--- src/hdl/vshg_pkg.sv ---
// ----------------------------------------------------------------------------
// vshg_pkg
// shared types, constants and helpers of the stack and heap guard
// ----------------------------------------------------------------------------
package vshg_pkg;

   localparam int MEM_BYTES          = 65536;
   localparam int STACK_MARGIN_BYTES = 64;
   localparam int MIN_HEAP_BYTES     = 16384;
   localparam int CELL_BYTES         = 4;
   localparam int CELL_COUNT         = MEM_BYTES / CELL_BYTES;
   localparam int ROW_W              = $clog2(CELL_COUNT);
   localparam int STEP_W             = 3;
   localparam int RST_MEM_BYTES      = (MIN_HEAP_BYTES > MEM_BYTES) ? MEM_BYTES
                                                                     : MIN_HEAP_BYTES;

   localparam logic signed [31:0] NO_SCOPE  = -32'sd1;
   localparam logic signed [31:0] MARGIN    = 32'(STACK_MARGIN_BYTES);
   localparam logic signed [31:0] CELL_S    = 32'(CELL_BYTES);
   localparam logic signed [31:0] RST_STACK = 32'(RST_MEM_BYTES - CELL_BYTES);

   typedef enum logic [3:0] {
      OP_INIT     = 4'd0,
      OP_PUSH     = 4'd1,
      OP_POP      = 4'd2,
      OP_ADD      = 4'd3,
      OP_ALLOC    = 4'd4,
      OP_READ     = 4'd5,
      OP_WRITE    = 4'd6,
      OP_FREAD    = 4'd7,
      OP_FWRITE   = 4'd8,
      OP_TPUSH    = 4'd9,
      OP_TPOP     = 4'd10,
      OP_ENTER    = 4'd11,
      OP_LEAVE    = 4'd12,
      OP_FPUSH    = 4'd13,
      OP_FPOP     = 4'd14,
      OP_CHECK    = 4'd15
   } op_type;

   typedef enum logic [2:0] {
      ST_OK          = 3'd0,
      ST_STACK_LOW   = 3'd1,
      ST_STACK_MIN   = 3'd2,
      ST_HEAP_LOW    = 3'd3,
      ST_HEAP_MIN    = 3'd4,
      ST_INVALID     = 3'd5,
      ST_TRACKER     = 3'd6
   } st_type;

   typedef enum logic [1:0] {
      CS_CLEAR,
      CS_IDLE,
      CS_EXEC,
      CS_RESP
   } ctl_state_type;

   typedef struct packed {
      logic [3:0]         req_type;
      logic signed [31:0] address;
      logic signed [31:0] value;
      logic signed [31:0] amount;
   } req_type_type;

   typedef struct packed {
      logic [2:0]         status;
      logic signed [31:0] read_value;
      logic signed [31:0] heap_ptr;
      logic signed [31:0] stack_ptr;
      logic signed [31:0] frame_ptr;
   } rsp_type;

   typedef struct packed {
      logic              accept;
      logic              exec;
      logic [STEP_W-1:0] step;
      logic              clear;
      logic [ROW_W-1:0]  row;
   } dp_cmd_type;

   typedef struct packed {
      logic last;
      logic init;
   } dp_sts_type;

   // address outside every live region
   function automatic logic bad_addr(input logic signed [31:0] a,
                                     input logic signed [31:0] h,
                                     input logic signed [31:0] s,
                                     input logic signed [31:0] b);
      return (a < 0) || ((a >= h) && (a < s)) || (a >= b);
   endfunction

endpackage

--- src/hdl/vshg_ctrl.sv ---
// ----------------------------------------------------------------------------
// vshg_ctrl
// request sequencer: accept, step through an operation, clear sweep, respond
// ----------------------------------------------------------------------------
module vshg_ctrl import vshg_pkg::*; (
   input  logic       clock,
   input  logic       reset,
   input  logic       start,
   output logic       busy,
   output logic       rsp_valid,
   output dp_cmd_type cmd,
   input  dp_sts_type sts
);

   ctl_state_type     state_ff, state_in;
   logic [STEP_W-1:0] step_ff, step_in;
   logic [ROW_W-1:0]  row_ff, row_in;
   logic              init_ff, init_in;

   always_ff @(posedge clock) begin
      if (reset) begin
         state_ff <= CS_CLEAR;
         step_ff  <= '0;
         row_ff   <= '0;
         init_ff  <= 1'b0;
      end else begin
         state_ff <= state_in;
         step_ff  <= step_in;
         row_ff   <= row_in;
         init_ff  <= init_in;
      end
   end

   always_comb begin
      state_in  = state_ff;
      step_in   = step_ff;
      row_in    = row_ff;
      init_in   = init_ff;
      cmd       = '0;
      cmd.step  = step_ff;
      cmd.row   = row_ff;
      busy      = 1'b1;
      rsp_valid = 1'b0;
      case (state_ff)
         CS_CLEAR: begin
            cmd.clear = 1'b1;
            row_in    = row_ff + 1'b1;
            if (row_ff == ROW_W'(CELL_COUNT - 1)) begin
               row_in   = '0;
               init_in  = 1'b0;
               state_in = init_ff ? CS_RESP : CS_IDLE;
            end
         end
         CS_IDLE: begin
            busy = 1'b0;
            if (start) begin
               cmd.accept = 1'b1;
               step_in    = '0;
               state_in   = CS_EXEC;
            end
         end
         CS_EXEC: begin
            cmd.exec = 1'b1;
            step_in  = step_ff + 1'b1;
            if (sts.last) begin
               if (sts.init) begin
                  init_in  = 1'b1;
                  row_in   = '0;
                  state_in = CS_CLEAR;
               end else begin
                  state_in = CS_RESP;
               end
            end
         end
         CS_RESP: begin
            rsp_valid = 1'b1;
            state_in  = CS_IDLE;
         end
         default: begin
            state_in = CS_IDLE;
         end
      endcase
   end

endmodule

--- config.mk ---
export PLATFORM = sky130hd
export DESIGN_NAME = vshg_ctrl
export DESIGN_NICKNAME = d
export VERILOG_FILES = /design/src/hdl/vshg_pkg.sv /design/src/hdl/vshg_ctrl.sv
export SDC_FILE = /design/constraint.sdc
export NUM_CORES = 1
export LEC_CHECK = 0
export ABC_AREA = 1
export BUFFER_PORTS_ARGS = -buffer_cell sky130_fd_sc_hd__buf_2
export CORE_ASPECT_RATIO = 1.4
export CORE_MARGIN = 4
export CORE_UTILIZATION = 55
export CTS_CLUSTER_DIAMETER = 50
export CTS_CLUSTER_SIZE = 25
export DETAILED_ROUTE_END_ITERATION = 6
export GPL_ROUTABILITY_DRIVEN = 0
export PLACE_DENSITY = 0.82
export SYNTH_ARGS = -nofsm -noshare
export SYNTH_HDL_FRONTEND = slang
export SYNTH_SLANG_ARGS = --single-unit
export TNS_END_PERCENT = 1
--- constraint.sdc ---
create_clock -name clock -period 3.88 [get_ports clock]
set_input_delay 1.164 -clock clock [delete_from_list [all_inputs] [get_ports clock]]
set_output_delay 1.164 -clock clock [all_outputs]
set_load 0.005 [all_outputs]
# [Word-level counts from Yosys, hierarchy flattened]
# Cells that the tools add are included.
[totals] ff_bits=20 input_bits=5 output_inout_bits=22
[op_classes] add_sub_neg=2 eq_ne=8 mux=22 reduce_logical=7
[op_table] operator="14-bit two-way mux" count=3
[op_table] operator="14-bit one-hot mux with 2 select lines" count=1
[op_table] operator="14-bit by 1-bit adder with 14-bit output, second input constant" count=1
[op_table] operator="14-bit == test, second input constant" count=1
[op_table] operator="2-bit two-way mux" count=5
[op_table] operator="1-bit two-way mux" count=9
[op_table] operator="2-bit inequality test, second input constant" count=4
[op_table] operator="2-bit one-hot mux with 4 select lines" count=1
[op_table] operator="3-bit one-hot mux with 2 select lines" count=1
[op_table] operator="3-bit AND reduction" count=2
[op_table] operator="2-bit == test, second input constant" count=2
[op_table] operator="4-bit AND reduction" count=1
[op_table] operator="2-bit nonzero test" count=2
[op_table] operator="3-bit by 1-bit adder with 3-bit output, second input constant" count=1
[op_table] operator="3-bit two-way mux" count=1
[op_table] operator="2-bit by 1-bit == test with 1-bit output, second input constant" count=1
[op_table] operator="2-bit zero test" count=1
[op_table] operator="1-bit one-hot mux with 2 select lines" count=1
[op_table] operator="2-bit AND reduction" count=1

# [Longest topological paths before layout]
# Gate-level depths: netlist (run 1).
[depth] ltp_word=3 depth_mapped=9

# [Worst setup path after synthesis (run 1)]
# OpenSTA, ideal clock, no wires.
[synth_path] path_type="in2out" startpoint="in start" endpoint="out cmd[19] (netlist bit)" arrival_ps=1302 required_ps=2716 setup_slack_ps=1414 path_stages=2 cell_sequence="inv_1 nor2_1"
[synth_rtl] element="from (decl)" line="vshg_ctrl.sv:8" text="input logic start,"
[synth_rtl] element="to (decl)" line="vshg_ctrl.sv:11" text="output dp_cmd_type cmd,"

==> results of run 1 <==
[flip-flops by register name, indices dropped and copies added, names as in the netlist]
| signal | flops |
|---|---|
| row_ff | 14 |
| state_ff | 2 |
| step_ff | 3 |
| init_ff | 1 |
[metrics by stage]
stage,hold WS [ns],cells,util (%)
2_1_floorplan,0.4329,174,-
3_3_place_gp,0.4587,220,65.12
3_5_place_dp,0.4629,220,65.12
4_1_cts,0.4802,224,66.96
5_1_grt,0.5166,224,66.96
6_report,0.4791,224,66.96
[worst min-delay path, delay by kind of cell, from the launching register on]
family             cells  cell delay, ns
and+or+nand+nor        1            0.06
DFF                    1            0.33
AOI/OAI and AO/OA      1            0.05
[routing by layer]
layer	global-route usage, %	vias up
li1	-	603
met1	19.50	526
met2	33.27	35
met3	1.729	7
met4	11.38	0
met5	0	-
[how the worst max path moves through the flow]
stage,start,to,cells after the start
after floorplan,start,cmd[19],2
after global placement,start,cmd[19],4
after detailed placement,start,cmd[19],4
after CTS,start,cmd[19],4
after global routing,start,cmd[19],4
final,start,cmd[19],4
[where the power goes]
group	switching, mW	internal, mW
Combinational	0.0104	0.00784
Clock	0.0637	0.0574
Sequential	0.00356	0.208
[cells by family (layout without fill, tap and decap cells)]
group	after synthesis	after routing	share of synthesized area [%]
compound gates	21	21	9.471
simple gates	101	101	41.74
fa+ha+maj	2	2	2.202
xor+xnor	2	2	1.542
flops	20	20	35.24
buf+inv	28	57	9.803
[cell type report]
| type | instances | share of cell area (%) |
|---|---|---|
| well taps | 21 | 1.989 |
| clock buffers | 4 | 2.746 |
| repair buffers | 26 | 9.848 |
| inverters | 27 | 7.860 |
| flip-flops and latches | 20 | 30.30 |
| multi-input cells | 126 | 47.25 |
[cells in the mapped netlist]
cell type | number | area [µm²]
nand2_4 | 2 | 22.52
dfxtp_1 | 20 | 400.4
ha_1 | 2 | 25.02
a211oi_1 | 1 | 7.510
nand3_2 | 1 | 10.01
nor2_4 | 5 | 56.30
inv_2 | 2 | 7.510
nor2_1 | 30 | 112.6
nor2_2 | 1 | 6.260
a21oi_1 | 10 | 50.05
o21ai_1 | 1 | 5.000
nand3_1 | 7 | 35.03
nand2_1 | 43 | 161.4
inv_4 | 1 | 6.260
o21ai_0 | 9 | 45.04
xor2_1 | 2 | 17.52
nand4_1 | 5 | 31.28
nor3_1 | 4 | 20.02
buf_4 | 1 | 7.510
inv_1 | 24 | 90.09
nand2_2 | 3 | 18.77
==> flow_metrics.env, run 1 <==
export IMPL_area_growth_pct=16.30
export IMPL_met3_length_um=123
export IMPL_place_area_um2=1285
export IMPL_detail_route_antenna_nets=0
export IMPL_io_buffers=26
export IMPL_drt_iter0_markers=26
export IMPL_ir_worst_vdd_v=0.0002409
export IMPL_holdPathEnd="init_ff"
export IMPL_fmax_ghz=0.3778
export IMPL_finalInstanceArea_um2=1321
export IMPL_arrival_ns=1.48
export IMPL_critical_path_class="input port to output pin"
export IMPL_power_per_cell_area_nw_per_um2=265.6
export IMPL_clk_insertion_delay_late_ns=0.31
export IMPL_clk_transition_reported_paths_ns=0.10
export IMPL_setup_violations=0
export IMPL_rsz0062_at_grt="false"
export IMPL_crit_path_end_kind="output pin"
export IMPL_cts_buffers=3
export IMPL_grt_pass1_vias=1006
export IMPL_cts_root_buffer="clkbuf_4"
export IMPL_crit_reg2reg_launch="row_ff[0]"
export IMPL_drive_gt1_share_pct=22.17
export IMPL_slowest_stage="buf_2"
export IMPL_leakagePower_nw=0.6281
export IMPL_cts_max_level=1
export IMPL_synthCells=174
export IMPL_ys_ff_latch=20
export IMPL_period_needed_ns=2.647
export IMPL_wl_met2_um=1286
export IMPL_first_pass_iters=4
export IMPL_cap_violations=0
export IMPL_vias=1171
export IMPL_fill_cells=185
export IMPL_routed_top_layer="met4"
export IMPL_hold_viol_final=0
export IMPL_r2r_cells=8
export IMPL_grt_max_degree=12
export IMPL_rrSetupSlack_ns=2.35
export IMPL_start_util_pct=57.58
export IMPL_viasPerCell=5.228
export IMPL_wl_um=2422
export IMPL_min_path_type="flip-flop to flip-flop"
export IMPL_grt_overflow_total=0
export IMPL_tightest_slew_ns=0.3276
export IMPL_grt_antenna_before_repair=0
export IMPL_yosysWarnings=0
export IMPL_yosysUniqueCellTypes=21
export IMPL_clock_sinks=20
export IMPL_worstReg2RegEnd="row_ff[5]"
export IMPL_met1Wirelength_um=939
export IMPL_relSlewSlack_pct=78.08
export IMPL_hold_depth=2
export IMPL_ys_seq_area_share_pct=35.24
export IMPL_die_w_um=46.41
export IMPL_cp_max_fo=2
export IMPL_maxSlewViolCount=0
export IMPL_critical_path_top_delay_family="buffers and inverters"
export IMPL_path_cells="buf_2, inv_1, nor2_1, buf_2"
export IMPL_syn_nets=181
export IMPL_worstHoldStart="init_ff"
export IMPL_total_power_uw=350.9
export IMPL_crit_buf_inv=3
export IMPL_die_h_um=61.78
export IMPL_cts_tree="done"
export IMPL_place_ws_ns=1.237
export IMPL_core_area_um2=1973
export IMPL_critPathMaxStageDelay_ns=0.11
export IMPL_wl_per_cell_um=10.81
export IMPL_startpoint_type="input port"
export IMPL_seqCellArea_um2=400.4
export IMPL_period_share_pct=68.22
export IMPL_clockBufferDepth=2
export IMPL_antenna_cells=0
export IMPL_hpwl_um=1959
export IMPL_required_ns=2.72
export IMPL_cts_repair_resized=0
export IMPL_multi_input_area_um2=624.3
export IMPL_post_cts_buffers=0
export IMPL_syn_cell_area_um2=1136
export IMPL_layout_nets=211
export IMPL_synth_area_per_cell_um2=6.529
export IMPL_std_cell_rows=19
export IMPL_postCtsHoldBufs=0
export IMPL_final_common_cell="nand2_1"
export IMPL_drc_errors=0
export IMPL_grt_pass1_wl_um=3829
export IMPL_cpMostUsedCell="buf_2"
export IMPL_final_cell_mix="nand2_1, nor2_1, buf_2"
export IMPL_status="complete, no violations"
export IMPL_final_setup_tns_ns=0
export IMPL_design_die_area_um2=2867
export IMPL_fin_worst_skew_ns=0.006530
export IMPL_grt_usage_pct=18.25
export IMPL_io_pins=27
export IMPL_fin_ws_ns=1.233
No activity file was read; power rests on OpenSTA's default activity.
==> inputs of run 2 (changes only) <==
CORE_UTILIZATION = 52   (was 55)
PLACE_DENSITY = 0.78   (was 0.82)
clock period = 2.5 ns   (was 3.88 ns; I/O delays follow)
==> flow_metrics.env, run 2 (synthesized netlist as in run 1, its figures left out) <==
export IMPL_status="complete, no violations"
export IMPL_final_setup_tns_ns=0
export IMPL_area_growth_pct=16.30
export IMPL_io_pins=27
export IMPL_std_cell_rows=19
export IMPL_maxSlewViolCount=0
export IMPL_post_cts_buffers=0
export IMPL_die_w_um=47.51
export IMPL_postCtsHoldBufs=0
export IMPL_largest_register_ffs=14
export IMPL_wl_um=2568
export IMPL_fmax_ghz=0.5341
export IMPL_drt_iter0_markers=42
export IMPL_cts_max_level=1
export IMPL_clk_insertion_delay_late_ns=0.29
export IMPL_drive_gt1_share_pct=22.17
export IMPL_drc_errors=0
export IMPL_period_needed_ns=1.872
export IMPL_cts_tree="done"
export IMPL_design_die_area_um2=3007
export IMPL_grt_met2_usage_pct=35.91
export IMPL_rsz0062_at_grt="false"
export IMPL_cts_root_buffer="clkbuf_4"
export IMPL_ir_worst_vdd_v=0.0002599
export IMPL_cp_max_fo=7
export IMPL_cap_violations=0
export IMPL_fill_cells=187
export IMPL_power_per_cell_area_nw_per_um2=414.8
export IMPL_startpoint_type="flip-flop"
export IMPL_holdWs_ns=0.4736
export IMPL_vias=1184
export IMPL_io_buffers=26
export IMPL_final_cell_mix="nand2_1, nor2_1, buf_2"
export IMPL_layout_nets=211
export IMPL_largest_register="row_ff"
export IMPL_fin_worst_skew_ns=0.001362
export IMPL_hpwl_um=2117
export IMPL_grt_overflow_total=0
export IMPL_power_internal_uw=423.9
export IMPL_total_power_uw=548.1
export IMPL_p_seq_share_pct=60.0
export IMPL_grt_busiest_layer="met2"
export IMPL_start_util_pct=56.22
export IMPL_power_share_combinational_pct=5.3
export IMPL_use_met1_pct=21.07
export IMPL_grt_antenna_before_repair=0
export IMPL_final_common_cell="nand2_1"
export IMPL_clock_sinks=20
export IMPL_met3_usage_pct=2.564
export IMPL_min_path_type="flip-flop to flip-flop"
export IMPL_die_h_um=63.31
export IMPL_grt_usage_pct=19.41
export IMPL_p_sw_share_pct=22.66
export IMPL_wl_per_cell_um=11.46
export IMPL_clockBufferDepth=2
export IMPL_arrival_ns=1.12
export IMPL_grt_pass1_wl_um=4505
export IMPL_first_pass_iters=4
export IMPL_period_share_pct=74.90
export IMPL_relSlewSlack_pct=78.29
export IMPL_required_ns=1.75
export IMPL_p_sw_uw=124.2
export IMPL_tightest_slew_ns=0.3223
export IMPL_detail_route_antenna_nets=0
export IMPL_rrSetupSlack_ns=0.96
export IMPL_grt_pass1_vias=1124
export IMPL_p_clk_share_pct=34.8
export IMPL_clk_transition_reported_paths_ns=0.12
export IMPL_antenna_cells=0
export IMPL_cts_repair_resized=0
export IMPL_crit_path_end_kind="output pin"
export IMPL_cts_buffers=3
export IMPL_leakagePower_nw=0.6281
export IMPL_grt_max_degree=12
export IMPL_core_area_um2=2021
export IMPL_critical_path_class="flip-flop to output pin"
export IMPL_setup_violations=0
export IMPL_viasPerCell=5.286
export IMPL_hold_viol_final=0
export IMPL_top_regs="row_ff: 14 flops, step_ff: 3 flops, state_ff: 2 flops"
## run 2: cell counts in the layout (fill, tap and decap cells not counted)
No cell type changed its count.
## run 2: path summary, 6_finish.rpt
path,start,end,depth (start not counted)
min,init_ff,init_ff,2
max reg2reg,row_ff[0],row_ff[1],8
min reg2reg,init_ff,init_ff,2
max,state_ff[1],cmd[18],3
## run 2: area by class of cell
class / instances / area, µm² / area share, %
Sequential cell: 20 / 400.4 / 30.30
Inverter: 27 / 103.9 / 7.860
Timing Repair Buffer: 26 / 130.1 / 9.848
Clock buffer: 4 / 36.28 / 2.746
Tap cell: 21 / 26.28 / 1.989
Multi-Input combinational cell: 126 / 624.3 / 47.25
## run 2: worst max-delay path, cell delays in order, from the launching register on
cell and delay, ns:
dfxtp_1 0.43, nand2_2 0.12, inv_2 0.14, buf_2 0.13
## run 2: power by group through the flow
stage | sequential (mW) | combinational (mW) | clock, mW
floorplan | 0.335 | 0.0158 | 0
global placement | 0.335 | 0.0281 | 0
detailed placement | 0.336 | 0.0291 | 0
CTS | 0.329 | 0.0292 | 0.191
global route | 0.330 | 0.0340 | 0.207
finish | 0.329 | 0.0289 | 0.191
## run 2: through the flow
stage,utilization [%],area [µm²],setup slack (ns),cells
floorplan,-,1136,0.8597,174
global placement,63.59,1285,0.6887,220
detailed placement,63.59,1285,0.6379,220
CTS,65.39,1321,0.6221,224
global route,65.39,1321,0.5713,224
finish,65.39,1321,0.6275,224
## run 2: metal layers
metal / up-vias / share of wire (%) / routed length (µm)
met4: 0 / 0.70 / 18
met2: 29 / 56 / 1427
met3: 2 / 4.6 / 117
met5: - / 0 / 0
li1: 601 / - / -
met1: 552 / 39 / 1005
==> inputs of run 3 (changes only) <==
clock period = 1.9 ns   (was 2.5 ns; I/O delays follow)
==> flow_metrics.env, run 3 (synthesized netlist as in run 1, its figures left out) <==
export IMPL_cts_buffers=3
export IMPL_p_seq_share_pct=59.9
export IMPL_hpwl_um=2092
export IMPL_setup_violations=0
export IMPL_fin_worst_skew_ns=0.006535
export IMPL_area_growth_pct=16.30
export IMPL_fmax_ghz=0.5901
export IMPL_die_w_um=47.51
export IMPL_drc_errors=0
export IMPL_arrival_ns=1.12
export IMPL_cts_max_level=1
export IMPL_antenna_cells=0
export IMPL_clock_sinks=20
export IMPL_hold_viol_final=0
export IMPL_die_h_um=63.31
export IMPL_io_pins=27
export IMPL_path_cells="nand2_2, inv_2, buf_2"
export IMPL_start_util_pct=56.22
export IMPL_critPathMaxStageDelay_ns=0.43
export IMPL_viasPerCell=5.165
export IMPL_wl_um=2520
export IMPL_power_internal_uw=558.0
export IMPL_power_per_cell_area_nw_per_um2=546.4
export IMPL_grt_usage_pct=19.29
export IMPL_top_regs="row_ff: 14 flops, step_ff: 3 flops, state_ff: 2 flops"
export IMPL_min_path_type="flip-flop to flip-flop"
export IMPL_io_buffers=26
export IMPL_largest_register_ffs=14
export IMPL_clockBufferDepth=2
export IMPL_ir_worst_vdd_v=0.0003416
export IMPL_grt_pass1_vias=1131
export IMPL_leakagePower_nw=0.6281
export IMPL_tightest_slew_ns=0.3217
export IMPL_finalInstanceArea_um2=1321
export IMPL_startpoint_type="flip-flop"
export IMPL_crit_path_end_kind="output pin"
export IMPL_largest_register="row_ff"
export IMPL_detail_route_antenna_nets=0
export IMPL_cts_root_buffer="clkbuf_4"
export IMPL_grt_max_degree=12
export IMPL_grt_met2_usage_pct=33.22
export IMPL_clk_transition_reported_paths_ns=0.11
export IMPL_core_area_um2=2021
export IMPL_cp_max_fo=7
export IMPL_p_sw_uw=163.9
export IMPL_maxSlewViolCount=0
export IMPL_std_cell_rows=19
export IMPL_p_clk_share_pct=34.8
export IMPL_clk_insertion_delay_late_ns=0.31
export IMPL_status="complete, no violations"
export IMPL_final_setup_tns_ns=0
export IMPL_first_pass_iters=4
export IMPL_power_share_combinational_pct=5.3
export IMPL_place_area_um2=1285
export IMPL_use_met1_pct=21.04
export IMPL_grt_antenna_before_repair=0
export IMPL_final_cell_mix="nand2_1, nor2_1, buf_2"
export IMPL_drive_gt1_share_pct=22.17
export IMPL_rsz0062_at_grt="false"
export IMPL_vias=1157
export IMPL_grt_overflow_total=0
export IMPL_p_sw_share_pct=22.70
export IMPL_grt_pass1_wl_um=4457
export IMPL_postCtsHoldBufs=0
export IMPL_met3_usage_pct=2.564
export IMPL_post_cts_buffers=0
export IMPL_cts_tree="done"
export IMPL_critical_path_class="flip-flop to output pin"
export IMPL_final_common_cell="nand2_1"
export IMPL_relSlewSlack_pct=78.33
export IMPL_cts_repair_resized=0
export IMPL_wl_per_cell_um=11.25
export IMPL_layout_nets=211
export IMPL_drt_iter0_markers=17
export IMPL_rrSetupSlack_ns=0.35
export IMPL_grt_busiest_layer="met2"
export IMPL_cap_violations=0
export IMPL_period_needed_ns=1.695
export IMPL_total_power_uw=721.9
export IMPL_crit_buf_inv=2
export IMPL_design_die_area_um2=3007
export IMPL_slowest_stage="dfxtp_1"
export IMPL_period_share_pct=89.19
export IMPL_required_ns=1.33
export IMPL_critical_path_top_delay_family="flip-flops"
-- run 3: cell counts in the layout (fill, tap and decap cells not counted) --
Identical to the previous run, type by type.
-- run 3: area by class of cell --
cell class                 count  area [µm²]
sequential                    20       400.4
multi-input combinational    126       624.3
fill                         186       699.4
inverter                      27       103.9
tap                           21       26.28
timing repair buffer          26       130.1
clock buffer                   4       36.28
-- run 3: final timing paths --
| path | from | end | cells after the start |
|---|---|---|---|
| setup / recovery | state_ff[1] | cmd[18] | 3 |
| hold / removal | init_ff | init_ff | 2 |
| setup reg to reg | row_ff[1] | row_ff[1] | 8 |
| hold reg to reg | init_ff | init_ff | 2 |
-- run 3: power groups by stage --
stage	Sequential, mW	Combinational (mW)	Clock, mW
2_1_floorplan	0.441	0.0208	0
3_3_place_gp	0.441	0.0370	0
3_5_place_dp	0.442	0.0385	0
4_1_cts	0.433	0.0387	0.254
5_1_grt	0.435	0.0438	0.271
6_report	0.433	0.0380	0.251
-- run 3: worst min-delay path, stage by stage, from the launching register on --
cell     delay [ns]
dfxtp_1        0.33
nand2_1        0.06
a21oi_1        0.05
-- run 3: stage by stage --
stage / cells / util, % / hold WS (ns) / setup WS (ns)
3_5_place_dp: 220 / 63.59 / 0.4624 / 0.2316
5_1_grt: 224 / 65.39 / 0.4967 / 0.1425
2_1_floorplan: 174 / - / 0.4329 / 0.4397
6_report: 224 / 65.39 / 0.4750 / 0.2054
4_1_cts: 224 / 65.39 / 0.4792 / 0.1979
3_3_place_gp: 220 / 63.59 / 0.4616 / 0.2675
-- run 3: metal layers --
layer	part of all wire (%)	routed length [µm]
met5	0	0
met1	40	1017
met3	3.4	86
met4	2.9	73
met2	53	1342
